**config.mk**
```make
export PLATFORM = sky130hd
export DESIGN_NAME = gou_divsqrt
export DESIGN_NICKNAME = d
export VERILOG_FILES = /design/src/rtl/gou_pkg.sv /design/src/rtl/gou_divsqrt.sv
export SDC_FILE = /design/constraint.sdc
export NUM_CORES = 1
export LEC_CHECK = 0
export ABC_AREA = 0
export CAP_MARGIN = 5
export CORE_UTILIZATION = 55
export DETAILED_ROUTE_END_ITERATION = 10
export DONT_BUFFER_PORTS = 1
export HOLD_SLACK_MARGIN = 0.08
export PLACE_DENSITY = 0.7
export SLEW_MARGIN = 15
export SYNTH_ARGS = -nofsm -noshare
export SYNTH_HDL_FRONTEND = slang
export SYNTH_SLANG_ARGS = --single-unit
```
**constraint.sdc**
```tcl
create_clock -name clk -period 17.8 [get_ports clk]
set_clock_uncertainty 0.15 [all_clocks]
set_input_delay 1.78 -clock clk [delete_from_list [all_inputs] [get_ports clk]]
set_output_delay 1.78 -clock clk [all_outputs]
set_load 0.05 [all_outputs]
```
**src/rtl/gou_pkg.sv**
```systemverilog
package gou_pkg;

	localparam int NUM_ELEMENTS = 1024;
	localparam int ADDR_W = $clog2(NUM_ELEMENTS);

	localparam logic [16:0] ONE_Q = 17'd65536;
	localparam logic [40:0] STEP_CAP = 41'h100_0000_0000;

	localparam logic [2:0] MODE_DESCENT  = 3'd0;
	localparam logic [2:0] MODE_MOMENTUM = 3'd1;
	localparam logic [2:0] MODE_ADAGRAD  = 3'd2;
	localparam logic [2:0] MODE_RMSPROP  = 3'd3;
	localparam logic [2:0] MODE_ADAM     = 3'd4;

	localparam logic [2:0] CFG_MODE = 3'd0;
	localparam logic [2:0] CFG_LR   = 3'd1;
	localparam logic [2:0] CFG_D1   = 3'd2;
	localparam logic [2:0] CFG_D2   = 3'd3;
	localparam logic [2:0] CFG_EPS  = 3'd4;
	localparam logic [2:0] CFG_INIT = 3'd5;

	typedef struct packed {
		logic [9:0]         element_index;
		logic signed [31:0] parameter_value;
		logic signed [31:0] gradient_value;
		logic [15:0]        step_number;
	} in_item_t;

	typedef struct packed {
		logic [9:0]         result_index;
		logic signed [31:0] updated_value;
	} out_item_t;

	typedef enum logic {
		OP_DIV  = 1'b0,
		OP_SQRT = 1'b1
	} ds_op_t;

	typedef struct packed {
		logic        start;
		ds_op_t      op;
		logic [63:0] num;
		logic [31:0] den;
	} ds_req_t;

	typedef struct packed {
		logic        done;
		logic [63:0] res;
	} ds_rsp_t;

	function automatic logic signed [31:0] sat_s32(input logic signed [63:0] v);
		if (v > 64'sd2147483647) begin
			return 32'sh7fff_ffff;
		end else if (v < -64'sd2147483648) begin
			return 32'sh8000_0000;
		end else begin
			return v[31:0];
		end
	endfunction

	function automatic logic [31:0] usat32(input logic [63:0] v);
		if (v > 64'h0000_0000_ffff_ffff) begin
			return 32'hffff_ffff;
		end else begin
			return v[31:0];
		end
	endfunction

endpackage

```
**src/rtl/gou_divsqrt.sv**
```systemverilog
// Shared iterative unit: restoring divide (64b / 32b) or floor square root of
// the top 48 bits of num. Four steps per cycle.
module gou_divsqrt (
	input  logic             clk,
	input  logic             arst_n,
	input  gou_pkg::ds_req_t req,
	output gou_pkg::ds_rsp_t rsp
);
	import gou_pkg::*;

	localparam int STEPS = 4;
	localparam logic [3:0] DIV_LAST  = 4'(64 / STEPS - 1);
	localparam logic [3:0] SQRT_LAST = 4'(48 / 2 / STEPS - 1);

	logic        busy_q;
	logic        done_q;
	logic [3:0]  cnt_q;
	ds_op_t      op_q;
	logic [63:0] x_q;
	logic [33:0] rem_q;
	logic [31:0] root_q;
	logic [31:0] den_q;

	logic [63:0] x_d;
	logic [33:0] rem_d;
	logic [31:0] root_d;
	logic [33:0] trial;

	always_comb begin
		x_d    = x_q;
		rem_d  = rem_q;
		root_d = root_q;
		trial  = '0;
		for (int i = 0; i < STEPS; i++) begin
			if (op_q == OP_DIV) begin
				rem_d = {rem_d[32:0], x_d[63]};
				x_d   = {x_d[62:0], 1'b0};
				if (rem_d >= {2'b00, den_q}) begin
					rem_d  = rem_d - {2'b00, den_q};
					x_d[0] = 1'b1;
				end
			end else begin
				rem_d = {rem_d[31:0], x_d[63:62]};
				x_d   = {x_d[61:0], 2'b00};
				trial = {root_d, 2'b01};
				if (rem_d >= trial) begin
					rem_d  = rem_d - trial;
					root_d = {root_d[30:0], 1'b1};
				end else begin
					root_d = {root_d[30:0], 1'b0};
				end
			end
		end
	end

	always_ff @(posedge clk or negedge arst_n) begin
		if (!arst_n) begin
			busy_q <= 1'b0;
			done_q <= 1'b0;
			cnt_q  <= '0;
		end else begin
			done_q <= 1'b0;
			if (req.start) begin
				busy_q <= 1'b1;
				cnt_q  <= (req.op == OP_DIV) ? DIV_LAST : SQRT_LAST;
			end else if (busy_q) begin
				cnt_q <= cnt_q - 4'd1;
				if (cnt_q == '0) begin
					busy_q <= 1'b0;
					done_q <= 1'b1;
				end
			end
		end
	end

	always_ff @(posedge clk) begin
		if (req.start) begin
			op_q   <= req.op;
			x_q    <= req.num;
			den_q  <= req.den;
			rem_q  <= '0;
			root_q <= '0;
		end else if (busy_q) begin
			x_q    <= x_d;
			rem_q  <= rem_d;
			root_q <= root_d;
		end
	end

	assign rsp.done = done_q;
	assign rsp.res  = (op_q == OP_DIV) ? x_q : {32'b0, root_q};

endmodule

```
==> results.cfg <==
[synthesis]
synthFlopType = edfxtp_1
seq_area_frac_synth_pct = 17.3
syn_area_um2 = 25300
syn_nets = 3753
syn_avg_cell_area_um2 = 7.46
synth_edf_count = 97
ys_seq_elements = 168
synthCells = 3384
yosysUniqueCellTypes = 87
async_reset_ff_share_pct = 3.57
synth_warnings = 0

[status]
outcome = finished, final reports clean

[sta]
hold-worst-slack_ns = 0.347
fin_crit_sh_pct = 94.3
setup_violations = 0
hold_viol = 0
finalCriticalPeriod_ns = 16.79
slew_headroom_pct = 22.1
slew_viol_final = 0
worst_slew_pin_slew_ns = 1.17
grt_setup_unrepaired = false
fmax_mhz = 59.6
fin_setup_tns_ns = 0

[cells_and_area]
final_common_cell = a21oi_1
fin_nets = 3662
final_core_util_pct = 58.2
mostFrequentLayoutCells = 459 x a21oi_1, 331 x nand2_1, 271 x nor2_1
final_layout_size_suffix_gt1_share_pct = 5.41
area_delta_synth_final_pct = 4.51

[setup_path]
crit_path_end_kind = register
r2r_start = x_q[63]$_DFFE_PP_
cp_slowest_stage_delay_ns = 0.72
crit_top_cell = a21oi_1
cp_max_fo = 33
crit_required_ns = 18.01
worstPathArrival_ns = 17.00
startpoint_type = register
worst-setup-path-type = reg2reg
startpoint = x_q[63]$_DFFE_PP_
cpMaxStageDelayCell = o21ai_4

[drt]
wl_per_cell_um = 28.0
first_pass_iters = 6
num_vias = 27400
postRouteAntennaNets = 0
remaining_drc_errors = 0
via_per_inst = 7.01
drt-total-wl_mm = 110
first_iter_violations = 3395

[cts]
clockRootBuffer = clkbuf_16
cts_setup_buffers = 0
cts_buffers = 17
tritoncts = done
htreeDepth = 4
holdBufCountCts = 0
path_clk_slew_ns = 0.08
clock_sinks = 168
cts_max_path_buffers = 2
clkLatencyLatePin_ns = 0.51

[global_routing]
grt_pass1_vias = 25500
grt_max_degree = 236
grt_use_total_pct = 45.5
antenna_found_initial = 2
grt_overflow = 0
grt_pass1_wl_mm = 159

[floorplan]
design.core.area_um2 = 45400
io_pins = 165
start_util_pct = 55.7
die_w_um = 216
rows = 78
die_area_um2 = 46800
die_y_um = 216

[hold_path]
hold_class = reg2reg
min_from = root_q[31]$_SDFFE_PP0P_

[placed_design]
io_buffers = 0
gp_congestion = 1.13
hpwl_mm = 87.4

[job]
maxCapViolations = 0
==> worst max-delay path, delay by kind of cell (launching register included) <==
family | cells | cell delay (ns)
AOI/OAI and AO/OA | 32 | 10.03
DFF | 1 | 0.57
adders and majority gates | 5 | 1.82
muxes | 4 | 1.38
and+or+nand+nor | 6 | 1.61
buffers and inverters | 4 | 1.00
==> layout make-up <==
type                            count  area (um2)
Clock inverter                     14         155
Clock buffer                       18         429
Inverter                          136         510
Antenna cell                        2        5.00
Sequential cell                   168        4360
Tap cell                          600         751
Timing Repair Buffer               48         400
Multi-Input combinational cell   2922       19800
Fill cell                        4163       19000
==> cell usage after synthesis (10+ instances only) <==
master,n,area (um2)
a21oi_1,460,2300
mux2_2,61,687
nand4_1,44,275
and4_1,14,123
ha_1,265,3320
xor2_1,79,692
o21bai_1,35,263
o31a_1,10,87.6
buf_2,12,60.1
nor3_1,63,315
a21boi_0,16,120
a31oi_1,39,244
xnor2_1,141,1230
buf_1,24,90.1
nor2_1,273,1020
and2_1,17,106
inv_1,135,507
edfxtp_1,97,2910
clkbuf_1,115,432
or3_1,21,131
mux2i_1,143,1430
nor4_1,15,93.8
a21o_1,112,841
o211ai_1,28,210
or2_2,13,81.3
a211oi_1,53,398
o21a_1,61,458
nand3_1,62,310
nor2b_1,57,357
nand2b_1,38,238
a211o_1,19,166
dfxtp_1,65,1300
nand2_1,331,1240
o31ai_1,25,188
and3_1,26,163
o21ai_0,250,1250
==> path summary, 6_finish.rpt <==
kind                                            to  slack [ns]  depth (start not counted)
max                          rem_q[1]$_SDFFE_PP0P_        1.01                         51
min                        root_q[31]$_SDFFE_PP0P_        0.35                          2
max reg2reg                  rem_q[1]$_SDFFE_PP0P_        1.01                         51
min reg2reg                root_q[31]$_SDFFE_PP0P_        0.35                          2
max in group asynchronous     cnt_q[0]$_DFFE_PN0P_       16.61                          0
min in group asynchronous     cnt_q[1]$_DFFE_PN0P_        0.82                          0
==> kinds of logic after synthesis <==
family	Yosys count	share of synthesized area, %
adders and majority gates	269	13.4
and+or+nand+nor	1004	18.6
xor gates and xnor gates	220	7.63
buffers and inverters	294	4.58
DFF	168	17.3
AOI/OAI and AO/OA	1225	30.0
muxes	204	8.39
==> what timing repair did <==
item                                    in CTS  in global routing
endpoints found under the setup margin       0                  6
endpoints found under the hold margin        0                  0
resized for setup                            0                  1
==> flip-flops by register name, summed over array words and instances (netlist names) <==
register	flops
x_q	64
cnt_q	4
den_q	32
done_q	1
busy_q	1
op_q	1
root_q	32
rem_q	33
==> stage by stage <==
stage | area [um2] | instances | setup WS [ns]
finish | 26400 | 3908 | 1.01
floorplan | 25300 | 3384 | 5.00
CTS | 26400 | 3906 | 1.34
global route | 26400 | 3906 | 0.223
global placement | 25800 | 3873 | 1.68
detailed placement | 25800 | 3874 | 1.40
==> per-layer routing <==
layer	vias to the layer above	global-route usage [%]	wire (um)
met3	307	12.3	15600
met2	1989	65.3	44000
met4	0	22.8	5680
met1	12800	62.2	44200
li1	12300	-	-
met5	-	0	0
Power is not shown: default switching activity piles up to over one toggle a cycle in this logic, so the estimate is an artifact.
